===== src/adu_mul.sv =====
// ----------------------------------------------------------------------------
// Adam update multiplier
// Shared signed 33 by 33 multiplier with a registered product.
// ----------------------------------------------------------------------------
module adu_mul (
  input  logic               clk,
  input  logic signed [32:0] a,
  input  logic signed [32:0] b,
  output logic signed [65:0] prod_r
);

  always_ff @(posedge clk) begin
    prod_r <= a * b;
  end

endmodule


===== config.mk =====
export PLATFORM = sky130hd
export DESIGN_NAME = adu_mul
export DESIGN_NICKNAME = d
export VERILOG_FILES = /design/src/adu_mul.sv
export SDC_FILE = /design/constraint.sdc
export NUM_CORES = 2
export LEC_CHECK = 0
export BUFFER_PORTS_ARGS = -buffer_cell sky130_fd_sc_hd__buf_4
export CORE_AREA = 2 2 345 347
export DETAILED_ROUTE_END_ITERATION = 12
export DIE_AREA = 0 0 347 349
export PLACE_DENSITY_LB_ADDON = 0.1
export SYNTH_ARGS = -nofsm -noshare
export SYNTH_HDL_FRONTEND = slang
export SYNTH_SLANG_ARGS = --single-unit

===== constraint.sdc =====
create_clock -name clk -period 8.2 [get_ports clk]
set_clock_uncertainty 0.15 [all_clocks]
set_input_delay 0.82 -clock clk [delete_from_list [all_inputs] [get_ports clk]]
set_output_delay 0.82 -clock clk [all_outputs]
set_load 0.03 [all_outputs]

==> metrics.txt <==
status=completed; vias in the first global route=32900; Pre-antenna DRT Iters=7; minimum clock period after layout=8000 ps; Die Height=349 um; hold_buf cts=0; # DRC=0; Iter 0 DRT Violations=1136; max frequency=125 MHz; DPL Wire Length=113 mm; CTS buffer count=9; most common cell after layout, fill and taps aside=fa_1; yosys warns=0; distinct cell type count after synthesis=80; slowest stage cell, crit path=fa_1; Crit Path Class=in2reg; Mapped Avg Cell Area=9.39 um2; Post-synth ARST share=0%; CP Data Required Time=8380 ps; Area after DPL=46100 um2; Synth Register Bits=66; worst slew pin tran=573 ps; Post-Syn Area=40700 um2; I/O pin total=133; EDFF count, synth=0; Syn Nets=5767; Min Hold Slack=1010 ps; CTS root buf=clkbuf_16; Seq/Total Area, Yosys=3.24%; RSZ-0062 raised after global routing=no; nets=6086; routability cong.=0.843; largest net degree at the start of global routing=27; routed vias/inst=4.65; count of buffers from port buffering=132; Rows=126; slowest stage delay, CP=550 ps; CTS Buffer Depth=2; detailed-route via count=28900; per-cell routed wire length=20.4 um; Area Overhead vs Synth=14.2%; GR Overflow Total=0; total core area=117000 um2; met1 WL=51.7 mm; Hold Vio Cnt, Final=0; Worst path most repeated cell=fa_1; antenna-violating nets left=0; Main synth FF type=dfxtp_1; WL met3=2.92 mm; first-pass GRT wire length=201 mm; most frequent cells in the layout=fa_1, inv_1, and2_1; final instance area=46500 um2; Die Width=347 um; total global-route track usage=22.1%; Final Setup Violations=0; Top reg by flops=prod_r; CP Max Fanout=15; worst min-delay path category=in2reg; max reg flops=66; htree depth=3; fraction of layout cells with a size suffix above 1=12.7%; CTS tree=yes; worst path arrival time=8180 ps; met2 WL post-DR=69.6 mm; antenna violations before repair=6; die area=121000 um2; period utilization=97.6%; Synth Instances=4338; fin. max-slew vios=0; Slew HR=61.8%; Starting Density=34.7%; total wire length=126 mm; clock transition at the registers of the reported paths=70 ps; crit end category=flop; Startpoint Class=input pin; Regs by FF count=prod_r x66; maxcap violations=0; Top Metal Used=met5; # clock sinks=66
[cells in the mapped netlist (all sizes together) (11+ instances only)]
| master | n | share of area (%) |
|---|---|---|
| a211oi | 11 | 0.27 |
| a21o | 38 | 0.71 |
| a21oi | 61 | 0.80 |
| and2 | 563 | 8.7 |
| buf | 13 | 0.17 |
| clkbuf | 208 | 1.9 |
| dfxtp | 66 | 3.2 |
| fa | 1145 | 56 |
| ha | 217 | 6.7 |
| inv | 1131 | 10 |
| nand2 | 551 | 5.1 |
| nand2b | 12 | 0.18 |
| nand3 | 26 | 0.33 |
| nand4 | 12 | 0.20 |
| nor2 | 68 | 0.63 |
| o21ai | 33 | 0.42 |
| o21bai | 11 | 0.20 |
| xnor2 | 43 | 0.92 |
| xor2 | 25 | 0.54 |
[timing repair]
action / in CTS / in global routing
resized for setup: 3 / 8
setup buffers: 0 / 1
endpoints found under the setup margin: 4 / 19
pin swaps: 0 / 3
[worst max-delay path: cells and delay by family]
kind	cells	cell delay [ps]
adder cells (fa/ha/maj)	9	4470
buffers and inverters	11	1180
AO/OA/AOI/OAI	5	1010
AND/OR/NAND/NOR	3	460
XOR/XNOR	1	220
[layout make-up]
cell class | instances | area [um2]
fill | 12000 | 71000
multi-input combinational | 2920 | 34400
timing repair buffer | 529 | 4330
inverter | 1131 | 4250
tap | 1536 | 1920
sequential | 66 | 1320
clock buffer | 10 | 239
clock inverter | 6 | 66.3
antenna | 7 | 17.5
[through the flow]
stage / setup TNS (ps) / setup slack [ps] / utilization, % / instances
3_3_place_gp: -6760 / -753 / 39.3 / 6181
2_1_floorplan: 0 / 213 / - / 4338
5_1_grt: 0 / 0.274 / 39.6 / 6201
6_report: 0 / 199 / 39.6 / 6205
4_1_cts: 0 / 43.0 / 39.5 / 6197
3_5_place_dp: -7110 / -721 / 39.3 / 6181
[layer usage]
layer / up-vias / GRT usage, %
li1: 13000 / -
met1: 15500 / 27.7
met2: 359 / 41.3
met3: 72 / 1.82
met4: 2 / 4.92
met5: - / 0
[path summary, 6_finish.rpt]
| check | start | to | slack (ps) | cells past startpoint |
|---|---|---|---|---|
| worst max-delay path | b[0] | prod_r[40] | 200 | 29 |
| worst min-delay path | b[0] | prod_r[0] | 1010 | 4 |
[cells by family (layout without fill, tap and decap cells)]
| group | Yosys count | after routing | share of synthesized area [%] |
|---|---|---|---|
| adders and majority gates | 1362 | 1362 | 62.9 |
| other | 0 | 7 | 0 |
| and+or+nand+nor | 1271 | 1271 | 15.8 |
| buffers and inverters | 1352 | 1676 | 12.5 |
| DFF | 66 | 66 | 3.24 |
| xor gates and xnor gates | 68 | 68 | 1.46 |
| AOI/OAI and AO/OA | 219 | 219 | 4.07 |
Power is not shown: default switching activity piles up to over one toggle a cycle in this logic, so the estimate is an artifact.
