<file path="src/adu_pkg.sv">
// ----------------------------------------------------------------------------
// Adam update package
// Shared constants, register indexes and the control types of the
// iterative divide and square-root unit.
// ----------------------------------------------------------------------------
package adu_pkg;

  localparam int unsigned NUM_W = 88;
  localparam int unsigned DEN_W = 49;
  localparam int unsigned QUO_W = 64;
  localparam int unsigned CNT_W = 7;

  localparam logic [24:0] ONE_Q24  = 25'd16777216;
  localparam logic [23:0] HALF_Q24 = 24'd8388608;

  localparam logic [1:0] REG_LEARNING_RATE = 2'd0;
  localparam logic [1:0] REG_EPSILON       = 2'd1;
  localparam logic [1:0] REG_BETA_FIRST    = 2'd2;
  localparam logic [1:0] REG_BETA_SECOND   = 2'd3;

  typedef enum logic {
    MODE_DIV,
    MODE_SQRT
  } unit_mode_t;

  typedef struct packed {
    logic             start;
    unit_mode_t       mode;
    logic [CNT_W-1:0] count;
  } unit_cmd_t;

  typedef struct packed {
    logic done;
    logic ovf;
  } unit_stat_t;

endpackage

</file>
<file path="src/adu_divsqrt.sv">
// ----------------------------------------------------------------------------
// Adam update divide and square-root unit
// One bit per cycle restoring division or digit-by-digit square root,
// both built around one shared subtractor.
// ----------------------------------------------------------------------------
module adu_divsqrt import adu_pkg::*; (
  input  logic             clk,
  input  logic             rst_n,
  input  unit_cmd_t        cmd,
  input  logic [NUM_W-1:0] num,
  input  logic [DEN_W-1:0] den,
  output logic [QUO_W-1:0] q_r,
  output unit_stat_t       stat
);

  logic             busy_r;
  logic             done_r;
  logic             ovf_r;
  unit_mode_t       mode_r;
  logic [CNT_W-1:0] cnt_r;
  logic [NUM_W-1:0] sr_r;
  logic [DEN_W-1:0] den_r;
  logic [49:0]      rem_r;
  logic [51:0]      op_a;
  logic [51:0]      op_b;
  logic [52:0]      diff;
  logic             ge;

  always_comb begin
    unique case (mode_r)
      MODE_DIV: begin
        op_a = {1'b0, rem_r, sr_r[NUM_W-1]};
        op_b = {3'b000, den_r};
      end
      MODE_SQRT: begin
        op_a = {rem_r, sr_r[NUM_W-1 -: 2]};
        op_b = {q_r[49:0], 2'b01};
      end
      default: begin
        op_a = '0;
        op_b = '0;
      end
    endcase
    diff = {1'b0, op_a} - {1'b0, op_b};
    ge   = ~diff[52];
  end

  always_ff @(posedge clk) begin
    if (!rst_n) begin
      busy_r <= 1'b0;
      done_r <= 1'b0;
    end else begin
      done_r <= 1'b0;
      if (cmd.start) begin
        busy_r <= 1'b1;
        mode_r <= cmd.mode;
        cnt_r  <= cmd.count;
        sr_r   <= num;
        den_r  <= den;
        rem_r  <= '0;
        q_r    <= '0;
        ovf_r  <= 1'b0;
      end else if (busy_r) begin
        rem_r <= ge ? diff[49:0] : op_a[49:0];
        q_r   <= {q_r[QUO_W-2:0], ge};
        if (mode_r == MODE_DIV) begin
          ovf_r <= ovf_r | q_r[QUO_W-1];
          sr_r  <= {sr_r[NUM_W-2:0], 1'b0};
        end else begin
          sr_r <= {sr_r[NUM_W-3:0], 2'b00};
        end
        cnt_r <= cnt_r - 1'b1;
        if (cnt_r == CNT_W'(1)) begin
          busy_r <= 1'b0;
          done_r <= 1'b1;
        end
      end
    end
  end

  assign stat.done = done_r;
  assign stat.ovf  = ovf_r;

endmodule

</file>
<file path="config.mk">
export PLATFORM = sky130hd
export DESIGN_NAME = adu_divsqrt
export DESIGN_NICKNAME = d
export VERILOG_FILES = /design/src/adu_pkg.sv /design/src/adu_divsqrt.sv
export SDC_FILE = /design/constraint.sdc
export NUM_CORES = 1
export LEC_CHECK = 0
export ABC_AREA = 1
export BUFFER_PORTS_ARGS = -buffer_cell sky130_fd_sc_hd__buf_2
export CORE_UTILIZATION = 35
export DETAILED_ROUTE_END_ITERATION = 8
export GPL_ROUTABILITY_DRIVEN = 0
export HOLD_SLACK_MARGIN = 0.03
export PLACE_DENSITY_LB_ADDON = 0.15
export SKIP_LAST_GASP = 1
export SLEW_MARGIN = 10
export SYNTH_ARGS = -nofsm -noshare
export SYNTH_HDL_FRONTEND = slang
export SYNTH_SLANG_ARGS = --single-unit
</file>
<file path="constraint.sdc">
create_clock -name clk -period 7.8 [get_ports clk]
set_input_delay 0.39 -clock clk [delete_from_list [all_inputs] [get_ports clk]]
set_output_delay 0.39 -clock clk [all_outputs]
set_load 0.005 [all_outputs]
</file>
==> summary.md <==
| Metric | Value |
|---|---|
| Outcome | `finished clean` |
| Number of max-cap violations | `0` |
| Final Non-Filler Cells | `2965` |
| First-pass GRT wire length | `75.0 mm` |
| Clock Sinks | `262` |
| Gr ovfl total | `0` |
| Crit Path Category | `reg2reg` |
| Critical Path RT | `8090 ps` |
| Antenna-violating nets left | `0` |
| Vias per cell | `4.81` |
| Final Hold Viols | `0` |
| Drt wl/cell | `16.2 um` |
| Sequential-to-total area share from yosys stat | `47.6%` |
| FF+latch area | `7850 um^2` |
| Slew @ Worst Pin | `1020 ps` |
| Die footprint | `48000 um^2` |
| Distinct cells, synth | `41` |
| Largest family of logic cells by synthesized area | `simple AND/OR/NAND/NOR gates` |
| Synth warnings | `0` |
| Final period utilization | `62.5%` |
| Inst Count DP | `2848` |
| H-tree levels | `2` |
| Initial antenna violation count | `6` |
| Arr. time, crit path | `5170 ps` |
| CTS tree | `yes` |
| Critical Path Start | `mode_r` |
| Static Leak | `9.69 nW` |
| Post-synthesis mux area share | `1.64%` |
| Starting DRC count in detailed routing | `1006` |
| P&R area growth vs syn | `19.7%` |
| Syn Nets | `2294` |
| Placed Area | `18100 um^2` |
| Layout cell share with drive strength beyond 1 | `13.2%` |
| Post-synthesis compound-gate area fraction | `9.91%` |
| Post-layout instance area | `19700 um^2` |
| WL final | `48.1 mm` |
| Pins Over Slew Limit | `0` |
| Hold Path Class | `in2reg` |
| Num rows | `79` |
| Synth Area in Adders | `4.22%` |
| Post-DP HPWL | `35.2 mm` |
| Post-CTS setup buffer count | `0` |
| Fillers | `4724` |
| Avg Inst Size Synth | `7.88 um^2` |
| PD cells | `249 nW/um^2` |
| RSZ-0062 raised after global routing | `no` |
| Skew-Pair Late Insertion Delay | `550 ps` |
| Post-Synth XOR/XNOR Area | `1.43%` |
| Root Driver | `clkbuf_16` |
| Largest net degree at the start of global routing | `173` |
| Final core utilization | `42.4%` |
| VDD IR max | `0.161 mV` |
| Worst setup path end | `rem_r[46]` |
| Die height | `219 um` |
| Post-Synth Simple-Gate Area | `23.2%` |
| Clk slew on worst S/H paths | `60 ps` |
| Die width | `219 um` |
| Area occupied by multi-input gates | `6670 um^2` |
| IO Port Bufs | `213` |
| First-pass iteration count of the detailed router | `5` |
| Via count | `14300` |
| Worst R2R Start | `mode_r` |
| Worst reg2reg endpoint | `rem_r[46]` |
| Mapped Cells | `2091` |
| Syn Std Cell Area | `16500 um^2` |
| Hold_sp | `num[0]` |
| Register bit count reported by yosys | `262` |
| R2R setup slack | `2920 ps` |
| Setup TNS | `0 ps` |
| Max Fclk | `205 MHz` |
| Max-slew headroom | `32.2%` |
| I/O Pins | `214` |
| Post-route minimum period | `4880 ps` |
| CTS max path bufs | `3` |
| Worst Skew | `21.3 ps` |
| Endpoints failing setup | `0` |
| Starting Density | `35.4%` |
| Critical Path End Type | `flip-flop` |
| Number of global-route vias before repair | `13900` |
| GR Util All Layers | `19.9%` |
| CTS-repair resized insts | `0` |
| Core Region | `46600 um^2` |
| Crit path launch type | `flip-flop` |
| Num CTS Buffers | `35` |
| Worst R2R Path Depth | `14` |
| Crit Path Max Fanout | `94` |
| Fin nets | `2531` |
| Residual DRC | `0` |
==> synth_stat cells (all sizes together) <==
master  count  share of area (%)
a21boi      1              0.046
a21o        1              0.046
a21oi      37                1.2
a31oi       2              0.076
and2        1              0.038
buf        23               0.83
clkbuf     49                1.1
dfxtp       2               0.24
edfxtp    260                 47
fa          1               0.12
ha         54                4.1
inv       442                 10
mux2i      27                1.6
nand2     635                 15
nand3      62                2.0
nand3b      6               0.30
nand4      11               0.42
nor2      220                5.3
nor3       13               0.39
nor3b       1              0.046
nor4        3               0.11
o21a        1              0.046
o21ai     111                3.4
o21bai     13               0.59
o221ai     86                4.6
or2         2              0.076
xnor2       1              0.053
xor2       26                1.4
==> cell families (layout without fill, tap and decap cells) <==
group	count (synthesis)	after routing
AOI/OAI and AO/OA	252	252
xor gates and xnor gates	27	27
adders and majority gates	55	55
buffers and inverters	514	778
DFF	262	262
muxes	27	27
other	0	3
and+or+nand+nor	954	954
==> cell type report <==
type                       count  share of cell area [%]
antenna                        3                  0.0380
sequential                   262                    39.8
clock inverter                19                    1.03
clock buffer                  45                    4.73
inverter                     442                    8.41
timing repair buffer         272                    8.36
tap                          607                    3.85
multi-input combinational   1315                    33.8
==> through the flow <==
step                hold WS (ps)  total power, W  setup slack [ps]
detailed placement           534         0.00334              2920
finish                       109         0.00492              2920
floorplan                    445         0.00291              2040
CTS                         83.3         0.00496              2880
global route                 123         0.00522              2480
global placement             515         0.00333              2920
==> flip-flops by register name (all words and copies together), names as in the netlist <==
name / flops
done_r: 1
rem_r: 50
den_r: 49
q_r: 64
mode_r: 1
ovf_r: 1
cnt_r: 7
busy_r: 1
sr_r: 88
==> layer usage <==
| metal | global-route usage [%] | vias up | share of wire (%) |
|---|---|---|---|
| li1 | - | 7188 | - |
| met1 | 26.6 | 6652 | 46 |
| met2 | 32.6 | 328 | 46 |
| met3 | 3.40 | 78 | 4.6 |
| met4 | 6.53 | 6 | 2.7 |
| met5 | 0 | - | 0.054 |
==> what timing repair did <==
action                                  CTS  global route
hold buffers                             50             0
endpoints found under the setup margin    0             0
hold endpoints to repair                 50             0
==> cells in the final DEF, fill, tap and decap left out, drive strengths merged, types with 50 or more instances in the layout <==
cell type / n
inv: 445
edfxtp: 260
ha: 54
o21ai: 111
buf: 222
nand2: 635
nand3: 62
o221ai: 86
nor2: 220
dlygate4sd3: 50
==> power by group <==
| group | switching [W] | total (W) | internal (W) | leakage (nW) |
|---|---|---|---|---|
| combinational | 0.00103 | 0.00153 | 0.000497 | 6.58 |
| sequential | 0.0000608 | 0.00181 | 0.00175 | 2.56 |
| clock | 0.000650 | 0.00158 | 0.000929 | 0.551 |
==> worst max-delay path, stage by stage (launching register included) <==
cell,delay [ps]
edfxtp_1,320
buf_4,550
buf_4,820
o21ai_0,360
ha_1,460
a21oi_2,210
inv_1,50
a21oi_1,130
o21ai_1,140
a21oi_2,240
nand3_4,560
nand2_4,450
nand2_1,80
nand2_1,70
inv_1,40
==> worst min path at each step <==
stage | end | cells past startpoint
final | sr_r[0] | 3
after global placement | done_r | 2
after detailed placement | done_r | 2
after global routing | cnt_r[0] | 3
after CTS | sr_r[0] | 3
after floorplan | done_r | 2
Power figures use the tool's default switching activity.
